## src/replica_pick_with_retry_defines.svh

```systemverilog
// ---------------------------------------------------------------------------
// Assertion macros for the replica picker
// Shared property shapes, clocked on clk and disabled during reset.
// ---------------------------------------------------------------------------
`ifndef REPLICA_PICK_WITH_RETRY_DEFINES_SVH
`define REPLICA_PICK_WITH_RETRY_DEFINES_SVH

// Same-cycle implication.
`define RPR_ASSERT_IMP(lbl, ante, cons) \
    lbl: assert property (@(posedge clk) disable iff (!rst_n) (ante) |-> (cons)) \
        else $error("replica picker assertion failed");

// Next-cycle implication.
`define RPR_ASSERT_NEXT(lbl, ante, cons) \
    lbl: assert property (@(posedge clk) disable iff (!rst_n) (ante) |=> (cons)) \
        else $error("replica picker assertion failed");

`endif

```

## src/rpr_pkg.sv

```systemverilog
// ---------------------------------------------------------------------------
// Replica picker package
// Field layout, codes and controller types shared by the picker modules.
// ---------------------------------------------------------------------------
`default_nettype none

package rpr_pkg;

    // Stream widths.
    localparam int S_TDATA_W = 64;
    localparam int S_TUSER_W = 2;
    localparam int M_TDATA_W = 8;
    localparam int M_TUSER_W = 2;

    // Field widths.
    localparam int MODE_W    = 2;
    localparam int CLUSTER_W = 8;
    localparam int LOAD_W    = 32;
    localparam int RND_W     = 16;
    localparam int LAST_W    = 3;
    localparam int IDX_OUT_W = 3;
    localparam int OUTC_W    = 2;
    localparam int BITCNT_W  = $clog2(RND_W);

    // Input word layout, lowest bit up.
    localparam int FIRST_LSB   = 0;
    localparam int CLUSTER_LSB = 1;
    localparam int LOAD_LSB    = CLUSTER_LSB + CLUSTER_W;
    localparam int RND_LSB     = LOAD_LSB + LOAD_W;
    localparam int LAST_LSB    = RND_LSB + RND_W;

    // Configuration port.
    localparam int CFG_IDX_W  = 1;
    localparam int CFG_DATA_W = 8;
    localparam logic [CFG_IDX_W-1:0] CFG_BALANCE = 1'd0;
    localparam logic [CFG_IDX_W-1:0] CFG_LOCAL   = 1'd1;

    // Item modes.
    localparam logic [MODE_W-1:0] MODE_LOAD  = 2'd0;
    localparam logic [MODE_W-1:0] MODE_PICK  = 2'd1;
    localparam logic [MODE_W-1:0] MODE_RETRY = 2'd2;

    // Result outcomes.
    localparam logic [OUTC_W-1:0] OUT_CHOSEN  = 2'd0;
    localparam logic [OUTC_W-1:0] OUT_INVALID = 2'd1;
    localparam logic [OUTC_W-1:0] OUT_NONE    = 2'd2;

    // Starting minimum for the least-loaded search; every 32-bit load is
    // below or equal to it, and the first entry is the default pick.
    localparam logic [LOAD_W-1:0] LOAD_START = '1;

    typedef enum logic [2:0] {
        CLS_LOAD,
        CLS_BAL,
        CLS_RND,
        CLS_RETRY,
        CLS_ERR
    } rpr_cls_t;

    typedef enum logic [2:0] {
        ST_IDLE,
        ST_BAL,
        ST_RND,
        ST_RETRY,
        ST_OUT
    } rpr_state_t;

    typedef struct packed {
        logic accept;
        logic bal_step;
        logic rnd_step;
        logic retry_step;
        logic commit;
    } rpr_cmd_t;

    typedef struct packed {
        rpr_cls_t cls;
        logic     scan_done;
        logic     out_free;
    } rpr_status_t;

endpackage

`default_nettype wire

```

## src/rpr_ram.sv

```systemverilog
// ---------------------------------------------------------------------------
// Generic single-port-write RAM
// One write and one read port, read data registered.
// ---------------------------------------------------------------------------
`default_nettype none

module rpr_ram #(
    parameter int WIDTH = 8,
    parameter int DEPTH = 8
) (
    input  wire logic                                    clk,
    input  wire logic                                    we,
    input  wire logic [((DEPTH > 1) ? $clog2(DEPTH) : 1)-1:0] waddr,
    input  wire logic [WIDTH-1:0]                        wdata,
    input  wire logic [((DEPTH > 1) ? $clog2(DEPTH) : 1)-1:0] raddr,
    output logic      [WIDTH-1:0]                        rdata
);

    logic [WIDTH-1:0] mem_reg [DEPTH];
    logic [WIDTH-1:0] rdata_reg;

    always_ff @(posedge clk)
    begin
        if (we)
        begin
            mem_reg[waddr] <= wdata;
        end
        rdata_reg <= mem_reg[raddr];
    end

    assign rdata = rdata_reg;

endmodule

`default_nettype wire

```

## src/rpr_ctrl.sv

```systemverilog
// ---------------------------------------------------------------------------
// Replica picker controller
// Sequences accept, scan or modulo steps and the hand-off to the output.
// ---------------------------------------------------------------------------
`default_nettype none

module rpr_ctrl (
    input  wire logic                clk,
    input  wire logic                rst_n,
    input  wire logic                s_tvalid,
    output logic                     s_tready,
    input  wire rpr_pkg::rpr_status_t status,
    output rpr_pkg::rpr_cmd_t        cmd
);

    import rpr_pkg::*;

    rpr_state_t state_reg;
    rpr_state_t state_next;

    always_ff @(posedge clk or negedge rst_n)
    begin
        if (!rst_n)
        begin
            state_reg <= ST_IDLE;
        end
        else
        begin
            state_reg <= state_next;
        end
    end

    always_comb
    begin
        state_next = state_reg;
        unique case (state_reg)
            ST_IDLE:
            begin
                if (s_tvalid)
                begin
                    unique case (status.cls)
                        CLS_LOAD:  state_next = ST_IDLE;
                        CLS_BAL:   state_next = ST_BAL;
                        CLS_RND:   state_next = ST_RND;
                        CLS_RETRY: state_next = ST_RETRY;
                        default:   state_next = ST_OUT;
                    endcase
                end
            end
            ST_BAL, ST_RND, ST_RETRY:
            begin
                if (status.scan_done)
                begin
                    state_next = ST_OUT;
                end
            end
            ST_OUT:
            begin
                if (status.out_free)
                begin
                    state_next = ST_IDLE;
                end
            end
            default: state_next = ST_IDLE;
        endcase
    end

    always_comb
    begin
        s_tready       = (state_reg == ST_IDLE);
        cmd.accept     = (state_reg == ST_IDLE) && s_tvalid;
        cmd.bal_step   = (state_reg == ST_BAL);
        cmd.rnd_step   = (state_reg == ST_RND);
        cmd.retry_step = (state_reg == ST_RETRY);
        cmd.commit     = (state_reg == ST_OUT) && status.out_free;
    end

endmodule

`default_nettype wire

```

## src/rpr_datapath.sv

```systemverilog
// ---------------------------------------------------------------------------
// Replica picker datapath
// Replica table, requested flags, search and modulo units, output register.
// ---------------------------------------------------------------------------
`default_nettype none

module rpr_datapath #(
    parameter int MAX_REPLICAS = 8
) (
    input  wire logic                            clk,
    input  wire logic                            rst_n,
    input  wire logic [rpr_pkg::S_TDATA_W-1:0]   s_tdata,
    input  wire logic [rpr_pkg::S_TUSER_W-1:0]   s_tuser,
    input  wire logic                            cfg_we,
    input  wire logic [rpr_pkg::CFG_IDX_W-1:0]   cfg_index,
    input  wire logic [rpr_pkg::CFG_DATA_W-1:0]  cfg_wdata,
    input  wire rpr_pkg::rpr_cmd_t               cmd,
    output rpr_pkg::rpr_status_t                 status,
    output logic [$clog2(MAX_REPLICAS+1)-1:0]    count,
    output logic                                 m_tvalid,
    input  wire logic                            m_tready,
    output logic [rpr_pkg::M_TDATA_W-1:0]        m_tdata,
    output logic [rpr_pkg::M_TUSER_W-1:0]        m_tuser
);

    import rpr_pkg::*;

    localparam int IW    = (MAX_REPLICAS > 1) ? $clog2(MAX_REPLICAS) : 1;
    localparam int CW    = $clog2(MAX_REPLICAS + 1);
    localparam int CMPW  = (CW > LAST_W) ? CW : LAST_W;
    localparam int WORDW = CLUSTER_W + LOAD_W;

    // Input fields.
    logic [MODE_W-1:0]    in_mode;
    logic                 in_first;
    logic [CLUSTER_W-1:0] in_cluster;
    logic [LOAD_W-1:0]    in_load;
    logic [RND_W-1:0]     in_rnd;
    logic [LAST_W-1:0]    in_last;

    assign in_mode    = s_tuser[MODE_W-1:0];
    assign in_first   = s_tdata[FIRST_LSB];
    assign in_cluster = s_tdata[CLUSTER_LSB +: CLUSTER_W];
    assign in_load    = s_tdata[LOAD_LSB +: LOAD_W];
    assign in_rnd     = s_tdata[RND_LSB +: RND_W];
    assign in_last    = s_tdata[LAST_LSB +: LAST_W];

    // Control state.
    logic                    bal_en_reg;
    logic [CLUSTER_W-1:0]    local_reg;
    logic [CW-1:0]           count_reg, count_next;
    logic [MAX_REPLICAS-1:0] req_reg, req_next;
    logic                    m_tvalid_reg, m_tvalid_next;

    // Working registers.
    logic [CW-1:0]        rd_idx_reg, rd_idx_next;
    logic                 ev_valid_reg, ev_valid_next;
    logic [IW-1:0]        ev_idx_reg, ev_idx_next;
    logic [LOAD_W-1:0]    best_reg, best_next;
    logic [IW-1:0]        pick_reg, pick_next;
    logic                 local0_reg, local0_next;
    logic [CW-1:0]        rem_reg, rem_next;
    logic [BITCNT_W-1:0]  bitcnt_reg, bitcnt_next;
    logic [RND_W-1:0]     rnd_reg, rnd_next;
    logic [CW-1:0]        tries_reg, tries_next;
    logic [IW-1:0]        nx_reg, nx_next;
    logic [IW-1:0]        res_idx_reg, res_idx_next;
    logic [OUTC_W-1:0]    res_outc_reg, res_outc_next;
    logic [M_TDATA_W-1:0] m_tdata_reg, m_tdata_next;
    logic [M_TUSER_W-1:0] m_tuser_reg, m_tuser_next;

    // Table memory.
    logic             ram_we;
    logic [IW-1:0]    ram_waddr;
    logic [WORDW-1:0] ram_wdata;
    logic [WORDW-1:0] ram_rdata;
    logic [CLUSTER_W-1:0] rd_cluster;
    logic [LOAD_W-1:0]    rd_load;

    rpr_ram #(
        .WIDTH (WORDW),
        .DEPTH (MAX_REPLICAS)
    ) u_table (
        .clk   (clk),
        .we    (ram_we),
        .waddr (ram_waddr),
        .wdata (ram_wdata),
        .raddr (IW'(rd_idx_reg)),
        .rdata (ram_rdata)
    );

    assign rd_load    = ram_rdata[LOAD_W-1:0];
    assign rd_cluster = ram_rdata[WORDW-1:LOAD_W];

    // Item decode.
    logic [CW-1:0]   eff_count;
    logic [CMPW-1:0] last_p1;
    logic [IW-1:0]   retry_start;
    logic            last_bad;
    rpr_cls_t        cls;

    assign eff_count   = in_first ? '0 : count_reg;
    assign last_p1     = CMPW'(in_last) + CMPW'(1);
    assign retry_start = (last_p1 == CMPW'(count_reg)) ? '0 : IW'(last_p1);
    assign last_bad    = CMPW'(in_last) >= CMPW'(count_reg);

    always_comb
    begin
        unique case (in_mode)
            MODE_LOAD:  cls = CLS_LOAD;
            MODE_PICK:  cls = (count_reg == '0) ? CLS_ERR : (bal_en_reg ? CLS_BAL : CLS_RND);
            MODE_RETRY: cls = ((count_reg == '0) || last_bad) ? CLS_ERR : CLS_RETRY;
            default:    cls = CLS_ERR;
        endcase
    end

    // Least-loaded scan: one read issued and one entry evaluated per cycle.
    logic rd_ok, span_end, zero_hit, better, bal_done;

    assign rd_ok    = rd_idx_reg < count_reg;
    assign span_end = ev_valid_reg && (ev_idx_reg != '0) && local0_reg
                      && (rd_cluster != local_reg);
    assign zero_hit = ev_valid_reg && !span_end && (rd_load == '0);
    assign better   = ev_valid_reg && !span_end && (rd_load < best_reg);
    assign bal_done = span_end || zero_hit || (!ev_valid_reg && !rd_ok);

    // Remainder by restoring steps, one random bit per cycle.
    logic [CW:0]   rem_sh;
    logic [CW:0]   rem_cmp;
    logic [CW-1:0] rem_new;
    logic          rnd_done;

    assign rem_sh   = {rem_reg, rnd_reg[RND_W-1]};
    assign rem_cmp  = {1'b0, count_reg};
    assign rem_new  = (rem_sh >= rem_cmp) ? CW'(rem_sh - rem_cmp) : CW'(rem_sh);
    assign rnd_done = (bitcnt_reg == BITCNT_W'(RND_W - 1));

    // Circular retry walk over the requested flags.
    logic          req_cur;
    logic [CW-1:0] nx_inc;
    logic [IW-1:0] nx_wrap;
    logic          retry_none;

    assign req_cur    = req_reg[nx_reg];
    assign nx_inc     = CW'(nx_reg) + CW'(1);
    assign nx_wrap    = (nx_inc == count_reg) ? '0 : IW'(nx_inc);
    assign retry_none = req_cur && ((tries_reg + CW'(1)) == count_reg);

    always_comb
    begin
        count_next    = count_reg;
        req_next      = req_reg;
        m_tvalid_next = m_tvalid_reg;
        rd_idx_next   = rd_idx_reg;
        ev_valid_next = ev_valid_reg;
        ev_idx_next   = ev_idx_reg;
        best_next     = best_reg;
        pick_next     = pick_reg;
        local0_next   = local0_reg;
        rem_next      = rem_reg;
        bitcnt_next   = bitcnt_reg;
        rnd_next      = rnd_reg;
        tries_next    = tries_reg;
        nx_next       = nx_reg;
        res_idx_next  = res_idx_reg;
        res_outc_next = res_outc_reg;
        m_tdata_next  = m_tdata_reg;
        m_tuser_next  = m_tuser_reg;
        ram_we        = 1'b0;
        ram_waddr     = IW'(eff_count);
        ram_wdata     = {in_cluster, in_load};

        if (cmd.accept)
        begin
            rd_idx_next   = '0;
            ev_valid_next = 1'b0;
            best_next     = LOAD_START;
            pick_next     = '0;
            local0_next   = 1'b0;
            rem_next      = '0;
            bitcnt_next   = '0;
            rnd_next      = in_rnd;
            tries_next    = '0;
            nx_next       = retry_start;
            res_idx_next  = '0;
            res_outc_next = OUT_INVALID;
            if (cls == CLS_LOAD)
            begin
                if (in_first)
                begin
                    req_next = '0;
                end
                if (eff_count < CW'(MAX_REPLICAS))
                begin
                    ram_we                  = 1'b1;
                    req_next[IW'(eff_count)] = 1'b0;
                    count_next              = eff_count + CW'(1);
                end
                else
                begin
                    count_next = eff_count;
                end
            end
        end

        if (cmd.bal_step)
        begin
            ev_valid_next = rd_ok;
            ev_idx_next   = IW'(rd_idx_reg);
            if (rd_ok)
            begin
                rd_idx_next = rd_idx_reg + CW'(1);
            end
            if (ev_valid_reg && (ev_idx_reg == '0))
            begin
                local0_next = (rd_cluster == local_reg);
            end
            if (better)
            begin
                best_next = rd_load;
                pick_next = ev_idx_reg;
            end
            res_idx_next  = zero_hit ? ev_idx_reg : pick_reg;
            res_outc_next = OUT_CHOSEN;
        end

        if (cmd.rnd_step)
        begin
            rem_next      = rem_new;
            bitcnt_next   = bitcnt_reg + BITCNT_W'(1);
            rnd_next      = {rnd_reg[RND_W-2:0], 1'b0};
            res_idx_next  = IW'(rem_new);
            res_outc_next = OUT_CHOSEN;
        end

        if (cmd.retry_step)
        begin
            tries_next = tries_reg + CW'(1);
            nx_next    = nx_wrap;
            if (!req_cur)
            begin
                res_idx_next  = nx_reg;
                res_outc_next = OUT_CHOSEN;
            end
            else
            begin
                res_idx_next  = '0;
                res_outc_next = OUT_NONE;
            end
        end

        if (cmd.commit)
        begin
            m_tvalid_next = 1'b1;
            m_tdata_next  = M_TDATA_W'(IDX_OUT_W'(res_idx_reg));
            m_tuser_next  = res_outc_reg;
            if (res_outc_reg == OUT_CHOSEN)
            begin
                req_next[res_idx_reg] = 1'b1;
            end
        end
        else if (m_tready)
        begin
            m_tvalid_next = 1'b0;
        end
    end

    always_ff @(posedge clk or negedge rst_n)
    begin
        if (!rst_n)
        begin
            bal_en_reg   <= 1'b0;
            local_reg    <= '0;
            count_reg    <= '0;
            req_reg      <= '0;
            m_tvalid_reg <= 1'b0;
        end
        else
        begin
            if (cfg_we && (cfg_index == CFG_BALANCE))
            begin
                bal_en_reg <= cfg_wdata[0];
            end
            if (cfg_we && (cfg_index == CFG_LOCAL))
            begin
                local_reg <= cfg_wdata[CLUSTER_W-1:0];
            end
            count_reg    <= count_next;
            req_reg      <= req_next;
            m_tvalid_reg <= m_tvalid_next;
        end
    end

    always_ff @(posedge clk)
    begin
        rd_idx_reg   <= rd_idx_next;
        ev_valid_reg <= ev_valid_next;
        ev_idx_reg   <= ev_idx_next;
        best_reg     <= best_next;
        pick_reg     <= pick_next;
        local0_reg   <= local0_next;
        rem_reg      <= rem_next;
        bitcnt_reg   <= bitcnt_next;
        rnd_reg      <= rnd_next;
        tries_reg    <= tries_next;
        nx_reg       <= nx_next;
        res_idx_reg  <= res_idx_next;
        res_outc_reg <= res_outc_next;
        m_tdata_reg  <= m_tdata_next;
        m_tuser_reg  <= m_tuser_next;
    end

    always_comb
    begin
        status.cls = cls;
        status.out_free = !m_tvalid_reg || m_tready;
        priority if (cmd.bal_step)
        begin
            status.scan_done = bal_done;
        end
        else if (cmd.rnd_step)
        begin
            status.scan_done = rnd_done;
        end
        else if (cmd.retry_step)
        begin
            status.scan_done = !req_cur || retry_none;
        end
        else
        begin
            status.scan_done = 1'b0;
        end
    end

    assign count    = count_reg;
    assign m_tvalid = m_tvalid_reg;
    assign m_tdata  = m_tdata_reg;
    assign m_tuser  = m_tuser_reg;

endmodule

`default_nettype wire

```

## src/replica_pick_with_retry.sv

```systemverilog
// A word passes through its search steps and then the output state, where its result is
// written to the result word register. An invalid word takes no search step, a retry
// walks the requested flags, a balanced first pick scans the table and a random first
// pick takes one step per random bit. A load word leaves the input free for the next word;
// any other holds it until its result is written, which waits for the previous result word.
// Reset clears the count, requested flags, registers and handshakes; table data is kept.
// ---------------------------------------------------------------------------
// Replica picker with retry
// Least-loaded or random first pick over a small replica table, with a
// circular retry that skips replicas already requested.
// ---------------------------------------------------------------------------
`default_nettype none
`include "replica_pick_with_retry_defines.svh"

module replica_pick_with_retry #(
    parameter int MAX_REPLICAS = 8
) (
    input  wire logic                            clk,
    input  wire logic                            rst_n,
    // Input words.
    input  wire logic                            s_tvalid,
    output logic                                 s_tready,
    // s_tdata, lowest bit up: first_entry[0], entry_cluster[8:1], entry_load[40:9],
    // random_value[56:41], last_index[59:57], zero fill [63:60].
    input  wire logic [rpr_pkg::S_TDATA_W-1:0]   s_tdata,
    // s_tuser: mode[1:0].
    input  wire logic [rpr_pkg::S_TUSER_W-1:0]   s_tuser,
    // Result words.
    output logic                                 m_tvalid,
    input  wire logic                            m_tready,
    // m_tdata, lowest bit up: chosen_index[2:0], zero fill [7:3].
    output logic [rpr_pkg::M_TDATA_W-1:0]        m_tdata,
    // m_tuser: outcome[1:0].
    output logic [rpr_pkg::M_TUSER_W-1:0]        m_tuser,
    // Configuration writes: index 0 balance_enable, index 1 local_cluster.
    input  wire logic                            cfg_we,
    input  wire logic [rpr_pkg::CFG_IDX_W-1:0]   cfg_index,
    input  wire logic [rpr_pkg::CFG_DATA_W-1:0]  cfg_wdata
);

    import rpr_pkg::*;

    localparam int CW = $clog2(MAX_REPLICAS + 1);

    // The controller only sequences; every table access and comparison
    // lives in the datapath, and the two talk through cmd and status.
    rpr_cmd_t      cmd;
    rpr_status_t   status;
    logic [CW-1:0] count;

    rpr_ctrl u_ctrl (
        .clk      (clk),
        .rst_n    (rst_n),
        .s_tvalid (s_tvalid),
        .s_tready (s_tready),
        .status   (status),
        .cmd      (cmd)
    );

    // The datapath holds the table, the requested flags, the search and
    // modulo registers, and the result register that lets the next word
    // be accepted while a result still waits downstream.
    rpr_datapath #(
        .MAX_REPLICAS (MAX_REPLICAS)
    ) u_datapath (
        .clk       (clk),
        .rst_n     (rst_n),
        .s_tdata   (s_tdata),
        .s_tuser   (s_tuser),
        .cfg_we    (cfg_we),
        .cfg_index (cfg_index),
        .cfg_wdata (cfg_wdata),
        .cmd       (cmd),
        .status    (status),
        .count     (count),
        .m_tvalid  (m_tvalid),
        .m_tready  (m_tready),
        .m_tdata   (m_tdata),
        .m_tuser   (m_tuser)
    );

    // A load word never produces a result.
    `RPR_ASSERT_NEXT(a_load_silent, s_tvalid && s_tready && (s_tuser == MODE_LOAD), !$rose(m_tvalid))
    // A failed pick always reports index zero.
    `RPR_ASSERT_IMP(a_fail_idx_zero, m_tvalid && (m_tuser != OUT_CHOSEN), m_tdata == '0)
    // The table fill never passes its depth.
    `RPR_ASSERT_IMP(a_count_bound, 1'b1, count <= CW'(MAX_REPLICAS))

endmodule

`default_nettype wire

```

## config.mk

```make
export PLATFORM = sky130hd
export DESIGN_NAME = replica_pick_with_retry
export DESIGN_NICKNAME = d
export VERILOG_FILES = /design/src/rpr_pkg.sv /design/src/rpr_ram.sv /design/src/rpr_ctrl.sv /design/src/rpr_datapath.sv /design/src/replica_pick_with_retry.sv
export VERILOG_INCLUDE_DIRS = /design/src /design/src/src
export SDC_FILE = /design/constraint.sdc
export NUM_CORES = 1
export LEC_CHECK = 0
export BUFFER_PORTS_ARGS = -buffer_cell sky130_fd_sc_hd__buf_2
export CAP_MARGIN = 20
export CORE_AREA = 5 5 215 217
export CTS_CLUSTER_SIZE = 12
export DETAILED_ROUTE_END_ITERATION = 8
export DIE_AREA = 0 0 220 222
export GPL_TIMING_DRIVEN = 0
export PLACE_DENSITY = 0.62
export SETUP_SLACK_MARGIN = 0.2
export SLEW_MARGIN = 10
export SYNTH_ARGS = -nofsm -noshare
export SYNTH_HDL_FRONTEND = slang
export SYNTH_HIERARCHICAL = 1
export SYNTH_SLANG_ARGS = --single-unit
export TNS_END_PERCENT = 50
```

## constraint.sdc

```tcl
create_clock -name clk -period 11.7 [get_ports clk]
set_input_delay 1.755 -clock clk [delete_from_list [all_inputs] [get_ports clk]]
set_output_delay 1.755 -clock clk [all_outputs]
set_load 0.03 [all_outputs]
```

==> metrics <==
cts bufs inserted between 40 and 50; postcts setup bufs 0; crit end category register; number of port buffers between 80 and 90; max_cap viols 0; 1st-iter DRT viols about 740; antenna violations before repair 1; final worst slack between 7000 and 8000 ps; global-route wire length before repair 61040 µm; Seq cells post-synth 470; Pwr per Cell Area between 200 and 250 mW/mm²; Slew HR 0.3375; CTS Sinks between 400 and 500; Slew Viols, Final 0; Multi-input gate area about 0.0058 mm²; commonest non-fill, non-tap cells in the layout 364 x edfxtp_1, 85 x buf_2, 81 x dfxtp_1; Initial Util 0.4438; Post-Route WL between 30000 and 40000 µm; drt first pass iters 5; Die W ~220 µm; pre-CTS WS slightly below 7000 ps; DRT antenna net count 0; Root Buffer clkbuf_16; crit path time final 4272 ps; worst-case vdd ir drop 0.0001037 V; sequential share of the synthesized area 0.6759; WS Path Type input pin to register; ys flop type edfxtp_1; grt total ovfl 0; Worst Path Arrival between 4000 and 5000 ps; setup TNS 0 ps; H-tree depth 2; Synth-to-Final Area Change 16.02%; final worst-path cycle share 0.3651; clk buf depth 3; Skew-Pair Late Insertion Delay 580 ps; HPWL after DPL 25890 µm; Slew @ Worst Pin a little under 1000 ps; hold buffers post-CTS 0; Crit path required time roughly 12000 ps; CTS tree yes; Netlist cell types 69; Register Area approximately 0.013 mm²; CP Launch Type input pin; Vias/cell 5.270; gpl congestion between 0.7 and 0.8; layout cells sized above 1 0.1970; Die Y around 220 µm; dominant cell type by area after synthesis edfxtp_1; Static Leak about 0.0083 µW; vias in the first global route between 10000 and 15000; largest net degree at the start of global routing 26; number of synthesized flops with an enable pin roughly 360; DR WL/cell 20.57 µm; Layout Skew between 20 and 25 ps; die area ~0.049 mm²; # IOs about 90; status complete, no violations; Post-Syn Area 0.01950 mm²; top cell type's share of synthesized area 0.5606; row count 77; worst hold path type register to register; asr flop ratio synth 0.05319; clock slew at reported path FFs roughly 60 ps; fmax 0.2341 GHz; core area 0.04393 mm²; Avg Inst Size Synth 17.15 µm²; crit-path max FO 8; top post-synthesis cells by area edfxtp_1 56%, mux4_1 11%, dfxtp_1 8.3%; yosys warns 6; Mapped Cells between 1000 and 1500; endpoints failing setup 0; Final Hold Vio Count 0; PostCTS Resize Cnt 0; Post-layout nets 1424; commonest non-fill, non-tap cell in the layout edfxtp_1; RSZ-0062 raised after global routing false; Largest register FFs 320; fillers between 3000 and 4000; detailed-route DRC error count 0; GRT Util Overall 0.1623; vias ~10000
## routing by layer
layer  track usage  routed length, µm  vias up
met2        0.2625              18980      217
met3       0.02977               2029       66
li1              -                  -     4770
met5             0                  0        -
met4       0.04892                937        0
met1        0.2258              17710     5107
## cells in the mapped netlist (all sizes together), types with 5 or more instances
cell / instances
nand3: 19
buf: 22
dfrtp: 25
clkbuf: 26
nor3: 15
xor2: 9
dfxtp: 81
a21o: 5
nor2b: 9
a32o: 6
ha: 47
xnor2: 16
and2: 5
a22o: 17
nand2b: 10
mux2i: 42
inv: 80
mux2: 55
nor4: 11
nand2: 43
nor2: 62
o21ai: 10
nand4: 9
edfxtp: 364
mux4: 81
a21oi: 16
## final cells by class
type / count / area share
flip-flops and latches: 470 / 0.5826
multi-input cells: 543 / 0.2544
clock buffers: 80 / 0.06295
repair buffers: 104 / 0.03540
well taps: 592 / 0.03275
plain buffers: 48 / 0.01477
inverters: 80 / 0.01328
clock inverters: 10 / 0.003761
diodes: 1 / 0.0001106
## critical path, stage by stage
cell and delay (ps):
buf_2 80, and2_1 250, nor3b_1 690, o21a_1 320
nand2b_1 250, nor3_2 610, buf_4 330, buf_4 230
## power breakdown
part,switching [µW],total (µW),internal (µW)
registers,110,2130,2030
logic,548,996,449
clock network,613,1460,851
## metrics by stage
step                      total power, µW    util  area, µm²  std cells  hold WS [ps]
after floorplan                      2878       -      19510       1141         440.5
after global placement               3141  0.4704      20660       1815         462.9
after detailed placement             3171  0.4805      21110       1837         467.8
after CTS                            4648  0.5148      22620       1927         482.4
after global routing                 4823  0.5148      22620       1927         502.6
final                                4595  0.5149      22620       1928         474.7
## final timing paths
path                       slack (ps)  depth (start not counted)                    startpoint                           endpoint
hold reg to reg                   470                          2  u_datapath/u_table/rdata[26]            u_datapath/best_reg[26]
setup / recovery                 7430                          8                      s_tvalid  u_datapath/u_table/mem_reg[0][36]
hold / removal                    470                          2  u_datapath/u_table/rdata[26]            u_datapath/best_reg[26]
max in group asynchronous       10040                          1                         rst_n            u_datapath/local_reg[5]
min in group asynchronous        1220                          1                         rst_n                u_datapath/count[3]
setup reg to reg                 7900                          9           u_ctrl/state_reg[2]  u_datapath/u_table/mem_reg[0][36]
## cell families (layout without fill, tap and decap cells)
logic type                 after synthesis  count (layout)  share of synthesized area
other                                    1               6                  0.0001923
and+or+nand+nor                        200             200                    0.05172
AOI/OAI and AO/OA                       87              87                    0.03440
adders and majority gates               48              48                    0.03119
buffers and inverters                  128             322                    0.03254
muxes                                  178             178                     0.1629
DFF                                    470             470                     0.6759
xor gates and xnor gates                25              25                    0.01123
No activity file was read; power rests on OpenSTA's default activity.
